===== src/sv/tlta_pkg.sv =====
// ----------------------------------------------------------------------------
// tlta_pkg
// types, constants and codes shared by the track-length tally block
// ----------------------------------------------------------------------------
package tlta_pkg;

	localparam int FRAC_BITS = 16;
	localparam int ACC_WIDTH = 48;
	localparam int WORD_WIDTH = 32;
	localparam int QUEUE_DEPTH = 2;
	localparam int DIV_WIDTH = ACC_WIDTH + FRAC_BITS;

	localparam logic [ACC_WIDTH-1:0] ACC_MAX = {ACC_WIDTH{1'b1}};
	localparam logic [WORD_WIDTH-1:0] WORD_MAX = {WORD_WIDTH{1'b1}};

	typedef enum logic [2:0] {
		OP_STEP      = 3'd0,
		OP_ENTER     = 3'd1,
		OP_NEW_TRACK = 3'd2,
		OP_COLLIDE   = 3'd3,
		OP_QUERY     = 3'd4
	} op_t;

	typedef enum logic {
		REG_IMPORTANCE = 1'b0,
		REG_MIN_SPEED  = 1'b1
	} reg_index_t;

	typedef struct packed {
		logic [2:0]            operation;
		logic [WORD_WIDTH-1:0] step_length;
		logic [WORD_WIDTH-1:0] track_weight;
		logic [WORD_WIDTH-1:0] kinetic_energy;
		logic [WORD_WIDTH-1:0] speed;
	} in_word_t;

	typedef struct packed {
		logic [WORD_WIDTH-1:0] tracks_entering;
		logic [WORD_WIDTH-1:0] population;
		logic [WORD_WIDTH-1:0] collision_count;
		logic [47:0]           collision_weight_total;
		logic [47:0]           length_total;
		logic [47:0]           weighted_length_total;
		logic [WORD_WIDTH-1:0] number_weighted_energy;
		logic [WORD_WIDTH-1:0] flux_weighted_energy;
		logic [WORD_WIDTH-1:0] average_weight;
		logic [WORD_WIDTH-1:0] weight_times_importance;
		logic                  averages_valid;
	} out_word_t;

	// saturating accumulator add
	function automatic logic [ACC_WIDTH-1:0] acc_add(input logic [ACC_WIDTH-1:0] a,
		input logic [ACC_WIDTH-1:0] b);
		logic [ACC_WIDTH:0] s;
		s = {1'b0, a} + {1'b0, b};
		return s[ACC_WIDTH] ? ACC_MAX : s[ACC_WIDTH-1:0];
	endfunction

	function automatic logic [WORD_WIDTH-1:0] cnt_inc(input logic [WORD_WIDTH-1:0] c);
		return (c == WORD_MAX) ? c : c + 1'b1;
	endfunction

endpackage


===== src/sv/tlta_front.sv =====
// ----------------------------------------------------------------------------
// tlta_front
// input word queue: takes words and holds them for the back end
// ----------------------------------------------------------------------------
module tlta_front import tlta_pkg::*; (
	input  logic     clk,
	input  logic     arst_n,
	input  logic     push,
	input  in_word_t in_word,
	output logic     full,
	input  logic     take,
	output logic     avail,
	output in_word_t head
);
	localparam int PW = $clog2(QUEUE_DEPTH);

	in_word_t        mem_q [QUEUE_DEPTH];
	logic [PW-1:0]   wr_q, rd_q;
	logic [PW:0]     cnt_q;
	logic            do_push, do_take;

	assign full    = (cnt_q == (PW+1)'(QUEUE_DEPTH));
	assign avail   = (cnt_q != '0);
	assign head    = mem_q[rd_q];
	// unused codes are dropped here
	assign do_push = push && !full && (in_word.operation <= OP_QUERY);
	assign do_take = take && avail;

	always_ff @(posedge clk) begin
		if (do_push) mem_q[wr_q] <= in_word;
	end

	always_ff @(posedge clk or negedge arst_n) begin
		if (!arst_n) begin
			wr_q  <= '0;
			rd_q  <= '0;
			cnt_q <= '0;
		end else begin
			if (do_push) wr_q <= wr_q + 1'b1;
			if (do_take) rd_q <= rd_q + 1'b1;
			cnt_q <= cnt_q + (PW+1)'(do_push) - (PW+1)'(do_take);
		end
	end
endmodule


===== config.mk =====
export PLATFORM = sky130hd
export DESIGN_NAME = tlta_front
export DESIGN_NICKNAME = d
export VERILOG_FILES = /design/src/sv/tlta_pkg.sv /design/src/sv/tlta_front.sv
export SDC_FILE = /design/constraint.sdc
export NUM_CORES = 1
export LEC_CHECK = 0
export BUFFER_PORTS_ARGS = -buffer_cell sky130_fd_sc_hd__buf_2
export CORE_ASPECT_RATIO = 1.5
export CORE_MARGIN = 4
export CORE_UTILIZATION = 50
export DETAILED_ROUTE_END_ITERATION = 12
export PLACE_DENSITY = 0.78
export SYNTH_ARGS = -nofsm -noshare
export SYNTH_HDL_FRONTEND = slang
export SYNTH_SLANG_ARGS = --single-unit

===== constraint.sdc =====
create_clock -name clk -period 9.5 [get_ports clk]
set_clock_uncertainty 0.15 [all_clocks]
set_input_delay 0.475 -clock clk [delete_from_list [all_inputs] [get_ports clk]]
set_output_delay 0.475 -clock clk [all_outputs]
set_load 0.05 [all_outputs]

Word level (Yosys, flattened, before mapping)

Memories as Yosys holds them, arrays and structs flattened.
Index checks and enable logic that the tools add are counted.

Flip-flop bits (word level): 4
Bits in latches: 0
Memory bits (writable): 262
Bits in read-only memories: 0
Input port bits: 135
Output and inout port bits: 133
Logic and storage cells: 17
Memories: 1

Add/sub/neg operators: 4
$mul: 0
Divide/modulo/power cells: 0
$lt $le $gt $ge: 1
Eq/ne operators: 1
Shifts and indexed selects: 0
Muxes and demuxes: 2
Bitwise operators: 0
Reduce and logical (&&, ||, !) cells: 5

Memories:

| memory | depth | bits a word | rd ports | clocked after memory_dff | write ports | line             | source |
|---|---|---|---|---|---|---|---|
| mem_q  | 2     | 131         | 1        | 0                        | 1           | tlta_front.sv:17 | `in_word_t mem_q [QUEUE_DEPTH];` |

Operators with widths:

| cell                | number |
|---|---|
| $le 3x3->1 const B  | 1 |
| $logic_and 1x1->1   | 3 |
| $add 1x1->1 const B | 2 |
| $add 2x1->2         | 1 |
| $eq 2x2->1 const B  | 1 |
| $mux 1              | 2 |
| $reduce_bool 2->1   | 1 |
| $sub 2x1->2         | 1 |
| $logic_not 1->1     | 1 |

Logic depth before layout (Yosys ltp)

Depth after elaboration: 6
Mapped depth: 7
Mapped depth without buffers: 7

Least setup slack after synthesis

No wires, ideal clock.

Path kind: flip-flop to flip-flop
Start point: reg cnt_q[1]
End point: mem mem_q[0][0] in the netlist's numbering, enable pin
Setup time: 623 ps
Arrival: 6,459 ps
Required time: 8,727 ps
Setup slack: 2,268 ps
Cell stages (with the launch flop): 4
Path through: dfrtp_1 -> nor2b_1 -> nand3b_1 -> nor2_1

Longest elaborated chain between the ends: 6

RTL lines:

| element                         | line             | source |
|---|---|---|
| from (decl)                     | tlta_front.sv:19 | `logic [PW:0] cnt_q;` |
| from (signal assigned)          | tlta_front.sv:41 | `cnt_q <= cnt_q + (PW+1)'(do_push) - (PW+1)'(do_take);` |
| $eq 2x2->1                      | tlta_front.sv:22 | `assign full = (cnt_q == (PW+1)'(QUEUE_DEPTH));` |
| via full                        | tlta_front.sv:10 | `output logic full,` |
| $logic_not 1->1                 | tlta_front.sv:26 | `assign do_push = push && !full && (in_word.operation <= OP_QUERY);` |
| $logic_and 1x1->1 (2 in series) | tlta_front.sv:26 |  |
| $mux 1                          | tlta_front.sv:30 | `if (do_push) mem_q[wr_q] <= in_word;` |
| $mux 1 (not written as such)    | tlta_front.sv:30 |  |
| to (decl)                       | tlta_front.sv:17 |  |

The timed path passes the listed nets, and every way through them passes these cells.

==> results.md <==
* Crit path capture type: output pin
* Mapped cell area at 9990 um^2
* XOR/XNOR share of the synthesized area at 0.00351
* Ys flop type: edfxtp_1
* Total CTS buffers at 25
* Critical Path AT at 3320 ps
* Net Sw Frac at 0.391
* # clock sinks at 266
* Iter 0 DRT Violations at 312
* Fin area at 13600 um^2
* Global-route wire length before repair at 32.3 mm
* Ratio of cells with drive above 1 in the final layout at 0.515
* Syn nets at 564
* Fin Setup TNS at 0 ps
* Synth top area cells: edfxtp_1, mux2_4, mux2_2
* DRC at 0
* Critical R2R Launch: cnt_q[1]$_DFF_PN0_
* Pwr per Cell Area at 313 nW/um^2
* Largest family of logic cells by synthesized area: multiplexers
* Yosys cell types at 17
* GP Congestion at 0.747
* Final period util at 0.415
* # rows at 63
* RSZ-0062 raised after global routing: no
* Worst rel slew slack at 0.186
* Clk slew on worst S/H paths at 60 ps
* Synth Register Bits at 266
* Synthesized-area fraction occupied by and/or/nand/nor cells at 0.00338
* Skew-Pair Late Insertion Delay at 510 ps
* Post-synthesis compound-gate area fraction at 0.000501
* Starting density of the core at 0.507
* Post-synth top area cell: edfxtp_1
* Clock group share of total power at 0.221
* # IOs at 268
* Antenna Cells at 0
* Initial antenna violation count at 0
* Avg Inst Size Synth at 23.4 um^2
* Asr flop ratio synth at 0.0150
* Net load switching power at 1.67 mW
* Multiplexer area fraction after synthesis at 0.178
* Fmax at 0.254 GHz
* Nature of the critical path startpoint: flip-flop
* First-pass DRT Iterations at 4
* Slew @ Worst Pin at 1220 ps
* GR Util All Layers at 0.188
* Post-layout nets at 976
* H-tree depth reported by CTS at 1
* Cells after synthesis at 427
* HP Start: in_word[49]
* Root Driver: clkbuf_16
* Synth warnings at 0
* Die Area at 22400 um^2
* Via density at 4.89
* Slew Viols, Final at 0
* Int Power at 2.59 mW
* Vias at 5463
* Drt total wl at 21.2 mm
* Sequential group share of total power at 0.380
* Crit path required time at 8880 ps
* Max-cap violations at 0
* Die height at 181 um
* TritonCTS clock tree: yes
* Pleak at 5.34 nW
* Crit path kind: reg -> out
* Synth top area share at 0.787
* Hold Path Class: in -> reg
* HPWL after DPL at 12.7 mm
* Final ANT Viol Nets at 0
* Top post-synthesis cells by count: edfxtp_1, mux2_4, mux2_2
* Post-synthesis adder-cell area fraction at 0.00250
* # Post-CTS Setup Buffers at 0
* Count leader, synth: edfxtp_1
* Vias in the first global route at 6087
* CP Max Fanout at 73
* Wirelength per Cell at 19.0 um
* Maximum VDD drop at 0.230 mV
* Critical path startpoint: rd_q$_DFFE_PN0P_
* Die X at 123 um
* Min Hold Slack at 24.0 ps
* Global route overflow at 0
* Combinational share of power at 0.398
* EDFF count, synth at 262
* Max Buffers Root-to-Sink at 3
* DP Area at 11600 um^2
* Status: completed
* Sequential-to-total area share from yosys stat at 0.797
* Final setup violating endpoints at 0
* Area Growth Syn to Fin at 36.4%
* Minimum clock period at 3940 ps
* Final hold vios at 0
* Port buffer count at 267
* Post-CTS resize count at 0
* Hold buffer count at CTS at 127
* Core area at 19700 um^2
* Largest net degree at the start of global routing at 89
-- worst max-delay path, cell delays in order (launching register included) --
cell	delay (ps)
dfrtp_4	1170
buf_4	940
mux2_2	420
buf_2	210
-- layer usage --
metal	wire [um]	vias up	part of all wire	GRT usage
li1	-	2520	-	-
met1	7210	2674	0.34	0.195
met2	12000	215	0.56	0.359
met3	1300	54	0.061	0.0370
met4	759	0	0.036	0.0754
met5	0	-	0	0
-- per-stage QoR --
step	total power, mW	setup slack (ps)	util	instances
floorplan	3.03	2270	-	427
global placement	3.27	6120	0.587	944
detailed placement	3.30	6080	0.587	944
CTS	4.29	5490	0.691	1117
global route	4.43	5380	0.691	1118
finish	4.26	5560	0.691	1118
-- placed cells by master (no fill, tap or decap), types with 2 or more instances in the layout --
master and n:
dfrtp_1 3, mux2_4 80, mux2_2 51, buf_4 5
nor2_4 2, clkinv_1 8, inv_1 2, bufinv_16 2
clkinvlp_4 2, buf_2 267, clkinv_2 5, edfxtp_1 262
xnor2_1 3, ha_1 2, clkbuf_1 3, dlygate4sd3_1 128
clkbuf_16 25
-- power by group through the flow --
| stage | clock [mW] | sequential, mW | combinational, mW |
|---|---|---|---|
| floorplan | 0 | 1.59 | 1.43 |
| global placement | 0 | 1.63 | 1.64 |
| detailed placement | 0 | 1.64 | 1.66 |
| CTS | 0.962 | 1.62 | 1.70 |
| global route | 1.02 | 1.64 | 1.77 |
| finish | 0.943 | 1.62 | 1.70 |
-- registers in the layout, indices dropped and copies added (netlist names) --
register  cells
rd_q          1
cnt_q         2
wr_q          1
mem_q       262
-- path summary, 6_finish.rpt --
path	end	slack [ps]	cells past startpoint
max	head[112]	5560	3
min	mem_q[0][49]$_DFFE_PP_	20	1
max reg2reg	mem_q[0][99]$_DFFE_PP_	6310	5
min reg2reg	cnt_q[1]$_DFF_PN0_	350	1
max in group asynchronous	rd_q$_DFFE_PN0P_	8910	2
min in group asynchronous	rd_q$_DFFE_PN0P_	150	2
-- final cells by class --
type / instances / area, um^2
Clock inverter: 18 / 139
Timing Repair Buffer: 400 / 2660
Clock buffer: 28 / 637
Inverter: 2 / 7.51
Fill cell: 1219 / 6080
Sequential cell: 266 / 7970
Multi-Input combinational cell: 144 / 1890
Tap cell: 260 / 325
-- kinds of logic after synthesis --
logic type / count (synthesis)
muxes: 131
DFF: 266
adders and majority gates: 2
xor gates and xnor gates: 4
and+or+nand+nor: 6
buffers and inverters: 17
AOI/OAI and AO/OA: 1
(Power assumes the default switching activity.)
